## config.mk

```make
export PLATFORM = sky130hd
export DESIGN_NAME = text_console_cursor_engine_core
export DESIGN_NICKNAME = d
export VERILOG_FILES = /design/src/hdl/tcce_pkg.sv /design/src/hdl/tcce_step.sv /design/src/hdl/tcce_out_queue.sv /design/src/hdl/text_console_cursor_engine_core.sv
export VERILOG_INCLUDE_DIRS = /design/src /design/src/hdl
export SDC_FILE = /design/constraint.sdc
export NUM_CORES = 1
export LEC_CHECK = 0
export ABC_CLOCK_PERIOD_IN_PS = 4400
export BUFFER_PORTS_ARGS = -buffer_cell sky130_fd_sc_hd__buf_4
export CAP_MARGIN = 10
export CORE_UTILIZATION = 30
export DETAILED_ROUTE_END_ITERATION = 8
export HOLD_SLACK_MARGIN = 0.08
export PLACE_DENSITY = 0.49
export SYNTH_ARGS = -nofsm -noshare
export SYNTH_HDL_FRONTEND = slang
export SYNTH_SLANG_ARGS = --single-unit
```

## constraint.sdc

```tcl
create_clock -name i_clk -period 4.4 [get_ports i_clk]
set_input_delay 0.22 -clock i_clk [delete_from_list [all_inputs] [get_ports i_clk]]
set_output_delay 0.22 -clock i_clk [all_outputs]
set_load 0.02 [all_outputs]
```

## src/hdl/assert_macros.svh

```systemverilog
// assertion helpers, compiled away when SYNTH is defined
`ifndef ASSERT_MACROS_SVH
`define ASSERT_MACROS_SVH

`ifndef SYNTH
// property checked on every clock edge outside reset
`define ASSERT_CLK(lbl, clk, rst_n, prop) \
    lbl: assert property (@(posedge clk) disable iff (!rst_n) prop) \
        else $error("assertion failed");
// property checked on every clock edge, reset included
`define ASSERT_CLK_ALWAYS(lbl, clk, prop) \
    lbl: assert property (@(posedge clk) prop) \
        else $error("assertion failed");
`else
`define ASSERT_CLK(lbl, clk, rst_n, prop)
`define ASSERT_CLK_ALWAYS(lbl, clk, prop)
`endif

`endif

```

## src/hdl/tcce_pkg.sv

```systemverilog
package tcce_pkg;

    // geometry limits
    localparam int MAX_COLUMNS = 256;
    localparam int MAX_ROWS    = 128;
    localparam int COL_W       = $clog2(MAX_COLUMNS);
    localparam int ROW_W       = $clog2(MAX_ROWS);

    // register indexes
    localparam logic [1:0] CFG_COLUMNS   = 2'd0;
    localparam logic [1:0] CFG_ROWS      = 2'd1;
    localparam logic [1:0] CFG_TEXT_MODE = 2'd2;

    // operations
    localparam logic [2:0] OP_PUT_CHAR   = 3'd0;
    localparam logic [2:0] OP_SET_CURSOR = 3'd1;
    localparam logic [2:0] OP_CLEAR      = 3'd2;
    localparam logic [2:0] OP_SET_ATTR   = 3'd3;
    localparam logic [2:0] OP_MARK       = 3'd4;

    // commands
    localparam logic [2:0] CMD_DRAW        = 3'd0;
    localparam logic [2:0] CMD_SCROLL      = 3'd1;
    localparam logic [2:0] CMD_FILL_REGION = 3'd2;
    localparam logic [2:0] CMD_FILL_ALL    = 3'd3;
    localparam logic [2:0] CMD_NONE        = 3'd4;

    // status codes
    localparam logic ST_OK          = 1'b0;
    localparam logic ST_UNSUPPORTED = 1'b1;

    // control characters
    localparam logic [15:0] CH_BS    = 16'h0008;
    localparam logic [15:0] CH_TAB   = 16'h0009;
    localparam logic [15:0] CH_LF    = 16'h000A;
    localparam logic [15:0] CH_CR    = 16'h000D;
    localparam logic [15:0] CH_SPACE = 16'h0020;

    // reset values
    localparam logic [COL_W-1:0] RST_COL_LAST = COL_W'(79);
    localparam logic [ROW_W-1:0] RST_ROW_LAST = ROW_W'(24);
    localparam logic [6:0]       RST_ATTR     = 7'd7;
    localparam logic [23:0]      RST_FG       = 24'hbfbfbf;
    localparam logic [23:0]      RST_BG       = 24'h000000;

    // output queue
    localparam int Q_DEPTH = 4;
    localparam int Q_PTR_W = $clog2(Q_DEPTH);

    localparam logic [23:0] PALETTE [16] = '{
        24'h000000, 24'h000098, 24'h009800, 24'h009898,
        24'h980000, 24'h980098, 24'h989800, 24'hbfbfbf,
        24'h303030, 24'h0000ff, 24'h00ff00, 24'h00ffff,
        24'hff0000, 24'hff00ff, 24'hffff00, 24'hffffff
    };

    typedef struct packed {
        logic [2:0]  op;
        logic [15:0] char_code;
        logic [15:0] target_column;
        logic [15:0] target_row;
        logic [7:0]  attribute;
    } t_item;

    typedef struct packed {
        logic [COL_W-1:0] col_last;
        logic [ROW_W-1:0] row_last;
        logic             text_mode;
    } t_geom;

    typedef struct packed {
        logic [COL_W-1:0] cur_col;
        logic [ROW_W-1:0] cur_row;
        logic [COL_W-1:0] max_col;
        logic [ROW_W-1:0] max_row;
        logic [6:0]       attr;
        logic [23:0]      fg;
        logic [23:0]      bg;
        logic             uncontrolled;
    } t_state;

    typedef struct packed {
        logic [2:0]       command;
        logic [15:0]      glyph_code;
        logic [COL_W-1:0] cell_column;
        logic [ROW_W-1:0] cell_row;
        logic [COL_W:0]   region_columns;
        logic [ROW_W:0]   region_rows;
        logic [23:0]      fg_rgb;
        logic [23:0]      bg_rgb;
        logic             status;
        logic             last;
    } t_result;

    typedef struct packed {
        logic has_room;
        logic not_empty;
    } t_q_stat;

endpackage

```

## src/hdl/tcce_step.sv

```systemverilog
module tcce_step
    import tcce_pkg::*;
(
    input  t_item   i_item,
    input  t_state  i_state,
    input  t_geom   i_geom,
    output t_state  o_state,
    output t_result o_res0,
    output t_result o_res1,
    output logic    o_two
);

    logic [23:0] new_bg;

    always_comb begin
        o_state = i_state;
        o_res0  = '0;
        o_res1  = '0;
        o_two   = 1'b0;
        new_bg  = PALETTE[{1'b0, i_item.attribute[6:4]}];

        o_res0.command = CMD_NONE;
        o_res0.status  = ST_OK;

        unique case (i_item.op)
            OP_PUT_CHAR: begin
                if (!i_geom.text_mode) begin
                    o_res0.status = ST_UNSUPPORTED;
                end else if (i_item.char_code == CH_CR) begin
                    o_state.cur_col = '0;
                end else if (i_item.char_code == CH_BS) begin
                    if (i_state.cur_col == '0 && i_state.cur_row != '0) begin
                        o_state.cur_row = i_state.cur_row - ROW_W'(1);
                        o_state.cur_col = i_geom.col_last;
                        o_res0.command  = CMD_DRAW;
                    end else if (i_state.cur_col != '0) begin
                        o_state.cur_col = i_state.cur_col - COL_W'(1);
                        o_res0.command  = CMD_DRAW;
                    end
                    if (o_res0.command == CMD_DRAW) begin
                        o_res0.glyph_code  = CH_SPACE;
                        o_res0.cell_column = o_state.cur_col;
                        o_res0.cell_row    = o_state.cur_row;
                    end
                end else if (i_item.char_code == CH_LF) begin
                    if (i_state.cur_row < i_geom.row_last) begin
                        o_state.cur_row = i_state.cur_row + ROW_W'(1);
                        if (o_state.cur_row > i_state.max_row) begin
                            o_state.max_row = o_state.cur_row;
                        end
                    end else begin
                        o_res0.command        = CMD_SCROLL;
                        o_res0.region_columns = {1'b0, i_state.max_col} + (COL_W+1)'(1);
                        o_res0.region_rows    = {1'b0, i_geom.row_last};
                    end
                end else begin
                    o_res0.command     = CMD_DRAW;
                    o_res0.glyph_code  = (i_item.char_code == CH_TAB) ? CH_SPACE
                                                                      : i_item.char_code;
                    o_res0.cell_column = i_state.cur_col;
                    o_res0.cell_row    = i_state.cur_row;
                    if (i_state.cur_col < i_geom.col_last) begin
                        o_state.cur_col = i_state.cur_col + COL_W'(1);
                        if (o_state.cur_col > i_state.max_col) begin
                            o_state.max_col = o_state.cur_col;
                        end
                    end else if (i_state.cur_row < i_geom.row_last) begin
                        o_state.cur_col = '0;
                        o_state.cur_row = i_state.cur_row + ROW_W'(1);
                        if (o_state.cur_row > i_state.max_row) begin
                            o_state.max_row = o_state.cur_row;
                        end
                    end else begin
                        // wrap on the bottom row: draw, then scroll
                        o_two                 = 1'b1;
                        o_state.cur_col       = '0;
                        o_res1.command        = CMD_SCROLL;
                        o_res1.status         = ST_OK;
                        o_res1.region_columns = {1'b0, i_state.max_col} + (COL_W+1)'(1);
                        o_res1.region_rows    = {1'b0, i_geom.row_last};
                    end
                end
            end
            OP_SET_CURSOR: begin
                o_state.cur_col = (i_item.target_column > 16'(i_geom.col_last))
                                ? i_geom.col_last : i_item.target_column[COL_W-1:0];
                o_state.cur_row = (i_item.target_row > 16'(i_geom.row_last))
                                ? i_geom.row_last : i_item.target_row[ROW_W-1:0];
                if (o_state.cur_col > i_state.max_col) begin
                    o_state.max_col = o_state.cur_col;
                end
                if (o_state.cur_row > i_state.max_row) begin
                    o_state.max_row = o_state.cur_row;
                end
            end
            OP_CLEAR: begin
                if (!i_geom.text_mode) begin
                    o_res0.status = ST_UNSUPPORTED;
                end else begin
                    if (i_state.uncontrolled) begin
                        o_res0.command       = CMD_FILL_ALL;
                        o_state.uncontrolled = 1'b0;
                    end else begin
                        o_res0.command        = CMD_FILL_REGION;
                        o_res0.region_columns = {1'b0, i_state.max_col} + (COL_W+1)'(1);
                        o_res0.region_rows    = {1'b0, i_state.max_row} + (ROW_W+1)'(1);
                    end
                    o_state.cur_col = '0;
                    o_state.cur_row = '0;
                    o_state.max_col = '0;
                    o_state.max_row = '0;
                end
            end
            OP_SET_ATTR: begin
                if (i_item.attribute[7]) begin
                    o_res0.status = ST_UNSUPPORTED;
                end else if (i_item.attribute[6:0] != i_state.attr) begin
                    if (new_bg != i_state.bg) begin
                        o_state.uncontrolled = 1'b1;
                    end
                    o_state.fg   = PALETTE[i_item.attribute[3:0]];
                    o_state.bg   = new_bg;
                    o_state.attr = i_item.attribute[6:0];
                end
            end
            OP_MARK: begin
                o_state.uncontrolled = 1'b1;
            end
            default: begin
                o_res0.status = ST_UNSUPPORTED;
            end
        endcase

        // colours after the operation ride on every result
        o_res0.fg_rgb = o_state.fg;
        o_res0.bg_rgb = o_state.bg;
        o_res1.fg_rgb = o_state.fg;
        o_res1.bg_rgb = o_state.bg;
        o_res0.last   = !o_two;
        o_res1.last   = 1'b1;
    end

endmodule

```

## src/hdl/tcce_out_queue.sv

```systemverilog
module tcce_out_queue
    import tcce_pkg::*;
(
    input  logic    i_clk,
    input  logic    i_rst_n,
    input  logic    i_push,
    input  logic    i_push_two,
    input  t_result i_res0,
    input  t_result i_res1,
    input  logic    i_pop,
    output t_result o_head,
    output t_q_stat o_stat
);

    t_result              r_entry [Q_DEPTH];
    logic [Q_PTR_W-1:0]   r_wr_ptr, n_wr_ptr;
    logic [Q_PTR_W-1:0]   r_rd_ptr, n_rd_ptr;
    logic [Q_PTR_W:0]     r_count, n_count;
    logic [Q_PTR_W-1:0]   wr_ptr_next;
    logic [1:0]           push_n;

    assign wr_ptr_next = r_wr_ptr + Q_PTR_W'(1);
    assign push_n      = !i_push ? 2'd0 : (i_push_two ? 2'd2 : 2'd1);

    always_comb begin
        n_wr_ptr = r_wr_ptr + Q_PTR_W'(push_n);
        n_rd_ptr = r_rd_ptr + Q_PTR_W'(i_pop);
        n_count  = r_count + (Q_PTR_W+1)'(push_n) - (Q_PTR_W+1)'(i_pop);
    end

    always_ff @(posedge i_clk) begin
        if (!i_rst_n) begin
            r_wr_ptr <= '0;
            r_rd_ptr <= '0;
            r_count  <= '0;
        end else begin
            r_wr_ptr <= n_wr_ptr;
            r_rd_ptr <= n_rd_ptr;
            r_count  <= n_count;
        end
    end

    always_ff @(posedge i_clk) begin
        if (i_push) begin
            r_entry[r_wr_ptr] <= i_res0;
            if (i_push_two) begin
                r_entry[wr_ptr_next] <= i_res1;
            end
        end
    end

    assign o_head           = r_entry[r_rd_ptr];
    // room for a full two-result item
    assign o_stat.has_room  = r_count <= (Q_PTR_W+1)'(Q_DEPTH - 2);
    assign o_stat.not_empty = r_count != '0;

endmodule

```

## src/hdl/text_console_cursor_engine_core.sv

```systemverilog
// text console cursor engine
//
// input channel: one operation per request (op, char_code, target_column,
// target_row, attribute) under i_in_valid / o_in_stall. output channel: one
// command per request (draw, scroll, fill, none) with current colours under
// o_out_valid / i_out_stall; o_last marks the final command of an operation.
// an operation gives one command, a put char that wraps on the bottom row
// gives two (draw, then scroll), pushed into the output queue together.
// an accepted operation passes the input register and then the output queue.
// throughput: one operation per cycle while the output queue has room; the
// single-pass update of the cursor registers sets that rate, and a
// two-command operation takes two entries of the output queue.
// configuration: i_cfg_we writes columns, rows or text mode by index at once;
// write only while no operation is in flight.
// reset (synchronous, active low): cursor at the origin, attribute 7,
// light gray on black, 80 x 25, text mode, input register and queue empty.
// output stall: commands back up in a four-entry queue; once it cannot take
// a two-command operation the input register holds and o_in_stall rises.
`include "assert_macros.svh"

module text_console_cursor_engine_core
    import tcce_pkg::*;
(
    input  logic              i_clk,
    input  logic              i_rst_n,
    // configuration write port
    input  logic              i_cfg_we,
    input  logic [1:0]        i_cfg_index,
    input  logic [8:0]        i_cfg_data,
    // operation requests
    input  logic              i_in_valid,
    output logic              o_in_stall,
    input  logic [2:0]        i_op,
    input  logic [15:0]       i_char_code,
    input  logic [15:0]       i_target_column,
    input  logic [15:0]       i_target_row,
    input  logic [7:0]        i_attribute,
    // command requests
    output logic              o_out_valid,
    input  logic              i_out_stall,
    output logic [2:0]        o_command,
    output logic [15:0]       o_glyph_code,
    output logic [COL_W-1:0]  o_cell_column,
    output logic [ROW_W-1:0]  o_cell_row,
    output logic [COL_W:0]    o_region_columns,
    output logic [ROW_W:0]    o_region_rows,
    output logic [23:0]       o_fg_rgb,
    output logic [23:0]       o_bg_rgb,
    output logic              o_status,
    output logic              o_last
);

    // configuration, stored already clamped as last column / last row
    t_geom   r_geom, n_geom;
    logic [8:0] cols_m1;
    logic [7:0] rows_m1;

    // input register
    logic    r_in_valid;
    t_item   r_item;
    logic    in_accept;

    // console state
    t_state  r_state, step_state;
    t_result res0, res1;
    logic    two;

    // queue side
    t_result head;
    t_q_stat q_stat;
    logic    advance;
    logic    pop;

    // clamp columns to 1..MAX_COLUMNS and rows to 1..MAX_ROWS, minus one
    assign cols_m1 = i_cfg_data - 9'd1;
    assign rows_m1 = i_cfg_data[7:0] - 8'd1;

    always_comb begin
        n_geom = r_geom;
        if (i_cfg_we) begin
            unique case (i_cfg_index)
                CFG_COLUMNS: begin
                    if (i_cfg_data == '0) begin
                        n_geom.col_last = '0;
                    end else if (i_cfg_data > 9'(MAX_COLUMNS)) begin
                        n_geom.col_last = COL_W'(MAX_COLUMNS - 1);
                    end else begin
                        n_geom.col_last = cols_m1[COL_W-1:0];
                    end
                end
                CFG_ROWS: begin
                    if (i_cfg_data[7:0] == '0) begin
                        n_geom.row_last = '0;
                    end else if (i_cfg_data[7:0] > 8'(MAX_ROWS)) begin
                        n_geom.row_last = ROW_W'(MAX_ROWS - 1);
                    end else begin
                        n_geom.row_last = rows_m1[ROW_W-1:0];
                    end
                end
                CFG_TEXT_MODE: begin
                    n_geom.text_mode = i_cfg_data[0];
                end
                default: begin
                    // index beyond the register list is ignored
                end
            endcase
        end
    end

    always_ff @(posedge i_clk) begin
        if (!i_rst_n) begin
            r_geom.col_last  <= RST_COL_LAST;
            r_geom.row_last  <= RST_ROW_LAST;
            r_geom.text_mode <= 1'b1;
        end else begin
            r_geom <= n_geom;
        end
    end

    // input register moves on as soon as the queue can take two commands
    assign advance    = r_in_valid && q_stat.has_room;
    assign o_in_stall = r_in_valid && !q_stat.has_room;
    assign in_accept  = i_in_valid && !o_in_stall;

    always_ff @(posedge i_clk) begin
        if (!i_rst_n) begin
            r_in_valid <= 1'b0;
        end else if (in_accept) begin
            r_in_valid <= 1'b1;
        end else if (advance) begin
            r_in_valid <= 1'b0;
        end
    end

    always_ff @(posedge i_clk) begin
        if (in_accept) begin
            r_item.op            <= i_op;
            r_item.char_code     <= i_char_code;
            r_item.target_column <= i_target_column;
            r_item.target_row    <= i_target_row;
            r_item.attribute     <= i_attribute;
        end
    end

    // one pass of cursor / colour update per operation
    tcce_step u_step (
        .i_item  (r_item),
        .i_state (r_state),
        .i_geom  (r_geom),
        .o_state (step_state),
        .o_res0  (res0),
        .o_res1  (res1),
        .o_two   (two)
    );

    always_ff @(posedge i_clk) begin
        if (!i_rst_n) begin
            r_state.cur_col      <= '0;
            r_state.cur_row      <= '0;
            r_state.max_col      <= '0;
            r_state.max_row      <= '0;
            r_state.attr         <= RST_ATTR;
            r_state.fg           <= RST_FG;
            r_state.bg           <= RST_BG;
            r_state.uncontrolled <= 1'b0;
        end else if (advance) begin
            r_state <= step_state;
        end
    end

    // command queue in front of the output
    assign pop = o_out_valid && !i_out_stall;

    tcce_out_queue u_queue (
        .i_clk      (i_clk),
        .i_rst_n    (i_rst_n),
        .i_push     (advance),
        .i_push_two (two),
        .i_res0     (res0),
        .i_res1     (res1),
        .i_pop      (pop),
        .o_head     (head),
        .o_stat     (q_stat)
    );

    assign o_out_valid      = q_stat.not_empty;
    assign o_command        = head.command;
    assign o_glyph_code     = head.glyph_code;
    assign o_cell_column    = head.cell_column;
    assign o_cell_row       = head.cell_row;
    assign o_region_columns = head.region_columns;
    assign o_region_rows    = head.region_rows;
    assign o_fg_rgb         = head.fg_rgb;
    assign o_bg_rgb         = head.bg_rgb;
    assign o_status         = head.status;
    assign o_last           = head.last;

    // the input side only holds off while an operation is parked
    `ASSERT_CLK_ALWAYS(a_stall_needs_item, i_clk, o_in_stall |-> r_in_valid)

    // an operation that leaves the input register shows up on the output
    `ASSERT_CLK(a_advance_to_out, i_clk, i_rst_n, advance |=> o_out_valid)

    // the scroll after a wrap was queued with its draw, so it is always there
    `ASSERT_CLK(a_second_follows, i_clk, i_rst_n,
        (o_out_valid && !o_last) |=> o_out_valid)

    // a draw carries no region
    `ASSERT_CLK(a_draw_no_region, i_clk, i_rst_n,
        (o_out_valid && o_command == CMD_DRAW) |-> (o_region_columns == '0))

endmodule

```

==> impl_results.html <==
<table>
<tr><th>Metric</th><th>Value</th></tr>
<tr><th colspan="2">Outcome</th></tr>
<tr><td>Result of the run</td><td>finished clean</td></tr>
<tr><th colspan="2">Floorplan</th></tr>
<tr><td>X dimension of the die</td><td>297 um</td></tr>
<tr><td>Standard cell core area</td><td>85,700 sq um</td></tr>
<tr><td>Die Span Y</td><td>~300 um</td></tr>
<tr><td>Die Footprint</td><td>88,100 sq um</td></tr>
<tr><td>Top-Level Pins</td><td>178</td></tr>
<tr><td>Effective utilization at floorplan</td><td>between 30% and 40%</td></tr>
<tr><td>Placement row count</td><td>107</td></tr>
<tr><th colspan="2">Cells and area</th></tr>
<tr><td>Total non-filler cell area in the finished layout</td><td>31,900 sq um</td></tr>
<tr><td>Core utilization of the finished layout</td><td>37.2%</td></tr>
<tr><td>Syn-to-layout area delta</td><td>22.1%</td></tr>
<tr><td>Filler instances</td><td>8,387</td></tr>
<tr><td>Number of cells in the finished layout apart from fillers</td><td>3,662</td></tr>
<tr><td>Proportion of layout cells with a drive suffix above 1</td><td>20.3%</td></tr>
<tr><td>Final layout net count</td><td>2,610</td></tr>
<tr><th colspan="2">GRT</th></tr>
<tr><td>Total routing usage reported by global routing</td><td>18.0%</td></tr>
<tr><td>Antenna violations before repair</td><td>0</td></tr>
<tr><td>Wire length of the first global-routing pass</td><td>122 mm</td></tr>
<tr><td>Global route total overflow</td><td>0</td></tr>
<tr><td>Maximum number of pins on one net before global-route repair</td><td>76</td></tr>
<tr><td>Vias in the first global route</td><td>just under 20,000</td></tr>
<tr><th colspan="2">Clock tree</th></tr>
<tr><td>Clock-pin slew on the worst setup and hold paths</td><td>about 0.070 ns</td></tr>
<tr><td>Clock root buffer</td><td>clkbuf_16</td></tr>
<tr><td>Total number of clock tree sinks</td><td>573</td></tr>
<tr><td>TritonCTS clock tree</td><td>yes</td></tr>
<tr><td>Number of buffers created by CTS</td><td>68</td></tr>
<tr><td>CTS HTree Levels</td><td>3</td></tr>
<tr><td>Setup bufs post-CTS</td><td>0</td></tr>
<tr><td>Later-pin clock latency in the skew report</td><td>between 0.6 and 0.7 ns</td></tr>
<tr><td>Max clock buf depth</td><td>3</td></tr>
<tr><th colspan="2">Worst setup path</th></tr>
<tr><td>WP data required</td><td>4.91 ns</td></tr>
<tr><td>Crit path DAT</td><td>4.49 ns</td></tr>
<tr><td>Top fanout value on the critical path</td><td>9</td></tr>
<tr><td>CP Class</td><td>reg2reg</td></tr>
<tr><td>Worst flop-to-flop path startpoint</td><td>r_geom[9]</td></tr>
<tr><td>Reg-to-reg endpoint</td><td>r_state[63]</td></tr>
<tr><td>Slowest CP cell</td><td>and4b_1</td></tr>
<tr><td>Cell breakdown of the critical path</td><td>inv_1 -&gt; ha_1 -&gt; nor2b_1 -&gt; o211ai_1 -&gt; a21oi_1 -&gt; and4b_1 -&gt; mux2_2 -&gt; ha_1 -&gt; nor2b_1 -&gt; o211ai_1 -&gt; a21oi_1 -&gt; o32ai_1 -&gt; a22oi_2 -&gt; and2_1 -&gt; o221a_1</td></tr>
<tr><td>Largest stage delay, worst path</td><td>~0.52 ns</td></tr>
<tr><td>Worst setup SP type</td><td>flop</td></tr>
<tr><td>Worst reg2reg setup slack</td><td>between 0.4 and 0.5 ns</td></tr>
<tr><td>Critical Path Sink Type</td><td>flop</td></tr>
<tr><td>Path depth of the worst reg2reg path</td><td>15</td></tr>
<tr><th colspan="2">Placed design</th></tr>
<tr><td>Sum of net half-perimeters after detailed placement</td><td>53.6 mm</td></tr>
<tr><td>IO buf count</td><td>about 180</td></tr>
<tr><td>Final GP Congestion</td><td>~0.87</td></tr>
<tr><td>Area post-placement</td><td>28,900 sq um</td></tr>
<tr><td>Post-placement setup slack</td><td>between 0.3 and 0.4 ns</td></tr>
<tr><td>Cell count after placement</td><td>3,466</td></tr>
<tr><th colspan="2">Logic synthesis</th></tr>
<tr><td>Synth top area share</td><td>36.7%</td></tr>
<tr><td>Share of synthesized flip-flops with an asynchronous set or reset</td><td>0%</td></tr>
<tr><td>Cells after synthesis</td><td>between 2,000 and 2,500</td></tr>
<tr><td>Count leader, synth</td><td>edfxtp_1</td></tr>
<tr><td>Cell area after synthesis</td><td>~26,000 sq um</td></tr>
<tr><td>Synth Warn #</td><td>0</td></tr>
<tr><td>Number of enable-type register cells in the synthesized netlist</td><td>319</td></tr>
<tr><td>Library cell occupying the most area in the post-synthesis netlist</td><td>edfxtp_1</td></tr>
<tr><td>Post-Synthesis Mean Instance Area</td><td>11.8 sq um</td></tr>
<tr><td>Seq/Total Area, Yosys</td><td>56.2%</td></tr>
<tr><td>Post-synth top cells</td><td>edfxtp_1, nor2_1, dfxtp_1, nand2_1, a21oi_1</td></tr>
<tr><td>Post-synth top flop</td><td>edfxtp_1</td></tr>
<tr><td>Leading cell types by total area after synthesis</td><td>edfxtp_1, dfxtp_1, mux4_2</td></tr>
<tr><td>Unique cell type count in the Yosys netlist</td><td>84</td></tr>
<tr><td>Net count of the mapped netlist</td><td>2,365</td></tr>
<tr><td>Register bit count reported by yosys</td><td>573</td></tr>
<tr><th colspan="2">Pwr</th></tr>
<tr><td>Leakage power total</td><td>11.8 nW</td></tr>
<tr><td>Gate power share</td><td>20.8%</td></tr>
<tr><td>Internal power</td><td>between 10 and 15 mW</td></tr>
<tr><td>Share of total power in sequential cells</td><td>42.0%</td></tr>
<tr><td>Switching fraction of total power</td><td>29.3%</td></tr>
<tr><td>Worst IR Drop VDD</td><td>approximately 0.00026 V</td></tr>
<tr><td>Power per cell area</td><td>473 nW/um^2</td></tr>
<tr><td>Clock power share</td><td>37.1%</td></tr>
<tr><td>P_sw</td><td>4.42 mW</td></tr>
<tr><th colspan="2">Drt</th></tr>
<tr><td>Average wire per standard cell</td><td>22.0 um</td></tr>
<tr><td>Vias after detailed routing</td><td>18,978</td></tr>
<tr><td>Number of nets still failing antenna checks after routing</td><td>0</td></tr>
<tr><td>Number of vias per cell</td><td>approximately 5.2</td></tr>
<tr><td>Post-detailed-routing wire length</td><td>80.6 mm</td></tr>
<tr><td>Number of detailed-route iterations in the first pass</td><td>5</td></tr>
<tr><td>DRC marker count from the first detailed-route iteration</td><td>1,365</td></tr>
<tr><td>DR DRC count</td><td>0</td></tr>
<tr><th colspan="2">Timing</th></tr>
<tr><td>Final hold viol count</td><td>0</td></tr>
<tr><td>Worst slew margin relative to its limit</td><td>18.7%</td></tr>
<tr><td>Max frequency</td><td>0.251 GHz</td></tr>
<tr><td>Setup slack of the critical path after layout</td><td>0.418 ns</td></tr>
<tr><td>Worst slew pin tran</td><td>between 1 and 1.5 ns</td></tr>
<tr><td>Setup total negative slack</td><td>0 ns</td></tr>
<tr><td>Final period utilization</td><td>90.5%</td></tr>
<tr><td>Minimum period implied by the final worst setup slack</td><td>3.98 ns</td></tr>
<tr><td>Fin. max-slew vios</td><td>0</td></tr>
<tr><td>Worst Skew</td><td>between 0.03 and 0.04 ns</td></tr>
<tr><td>Number of setup violations in the final report</td><td>0</td></tr>
<tr><td>Setup repair after global routing missed its margin</td><td>no</td></tr>
<tr><th colspan="2">Worst hold path</th></tr>
<tr><td>Hold Path Depth</td><td>5</td></tr>
<tr><td>Hold path startpoint</td><td>i_cfg_data[6]</td></tr>
<tr><td>Class of the worst hold path</td><td>in2reg</td></tr>
<tr><td>Worst-case hold path end point</td><td>r_geom[10]</td></tr>
<tr><th colspan="2">Run</th></tr>
<tr><td>MaxCap Viol Count</td><td>0</td></tr>
</table>
## metal layers
layer  vias up  routed length, um  global-route usage [%]
met5         -                  0                       0
met2       483              39900                    31.0
met1      9608              36000                    23.9
met4         0               1540                    4.28
met3        92               3230                    2.50
li1       8795                  -                       -
## cells by family after synthesis
kind of cell | after synthesis | share of synthesized area, %
AOI/OAI and AO/OA | 519 | 13.5
muxes | 128 | 9.82
buffers and inverters | 201 | 3.30
and+or+nand+nor | 671 | 11.9
DFF | 573 | 56.2
adders and majority gates | 78 | 3.73
xor gates and xnor gates | 46 | 1.54
## layout by cell type, fill, tap and decap left out, drive strengths merged, types with 34 or more instances in the layout
cell type and n:
edfxtp 319, nor2 319, dfxtp 254, buf 245
nand2 171, a21oi 145, a22o 104, mux4 101
clkbuf 90, o21ai 78, ha 73, dlygate4sd3 69
inv 67, o22ai 44, xnor2 34
## repair_timing
item,4_1_cts,5_1_grt
resized for setup,0,1
hold endpoints to repair,70,0
setup endpoints to repair,0,1
hold buffers,69,0
## how the worst max path moves through the flow
stage / from / end / slack [ns]
5_1_grt: r_geom[9] / r_state[70] / 0.08
2_1_floorplan: r_geom[10] / u_queue.r_entry[1][10] / 0.44
3_3_place_gp: r_geom[9] / r_state[63] / 0.43
4_1_cts: r_geom[9] / r_state[63] / 0.37
6_report: r_geom[9] / r_state[63] / 0.42
3_5_place_dp: r_geom[9] / r_state[63] / 0.39
## stage by stage
| stage | total power [mW] | hold WS, ns |
|---|---|---|
| 6_report | 15.1 | 0.141 |
| 5_1_grt | 15.7 | 0.124 |
| 2_1_floorplan | 8.28 | 0.319 |
| 3_3_place_gp | 9.57 | 0.398 |
| 3_5_place_dp | 9.61 | 0.399 |
| 4_1_cts | 15.3 | 0.100 |
## layout make-up
cell class                 instances  area, sq um  share of cell area, %
antenna                            2         5.00                 0.0157
clock buffer                      90         1870                   5.86
clock inverter                    35          348                   1.09
inverter                          62          233                  0.731
multi-input combinational       1442        10600                   33.3
sequential                       573        14700                   46.1
tap                             1144         1430                   4.49
timing repair buffer             314         2680                   8.41
## flip-flops by register name, indices dropped and copies added, names as in the netlist
register and flops:
u_queue.r_entry 404, r_state 86, r_item 59, r_geom 16, u_queue.r_count 3, u_queue.r_rd_ptr 2
u_queue.r_wr_ptr 2, r_in_valid 1
## power by group through the flow
stage | clock network, mW | registers (mW) | logic (mW)
2_1_floorplan | 0 | 6.23 | 2.05
3_3_place_gp | 0 | 6.43 | 3.14
3_5_place_dp | 0 | 6.45 | 3.16
4_1_cts | 5.73 | 6.33 | 3.22
5_1_grt | 5.93 | 6.38 | 3.39
6_report | 5.59 | 6.33 | 3.14
## worst max-delay path, delay by kind of cell (launching register included)
| kind | cells | cell delay [ns] |
|---|---|---|
| compound gates | 7 | 1.29 |
| fa+ha+maj | 2 | 0.60 |
| buf+inv | 1 | 0.09 |
| flops | 1 | 0.35 |
| mux | 1 | 0.43 |
| simple gates | 4 | 1.11 |
(Power assumes the default switching activity.)
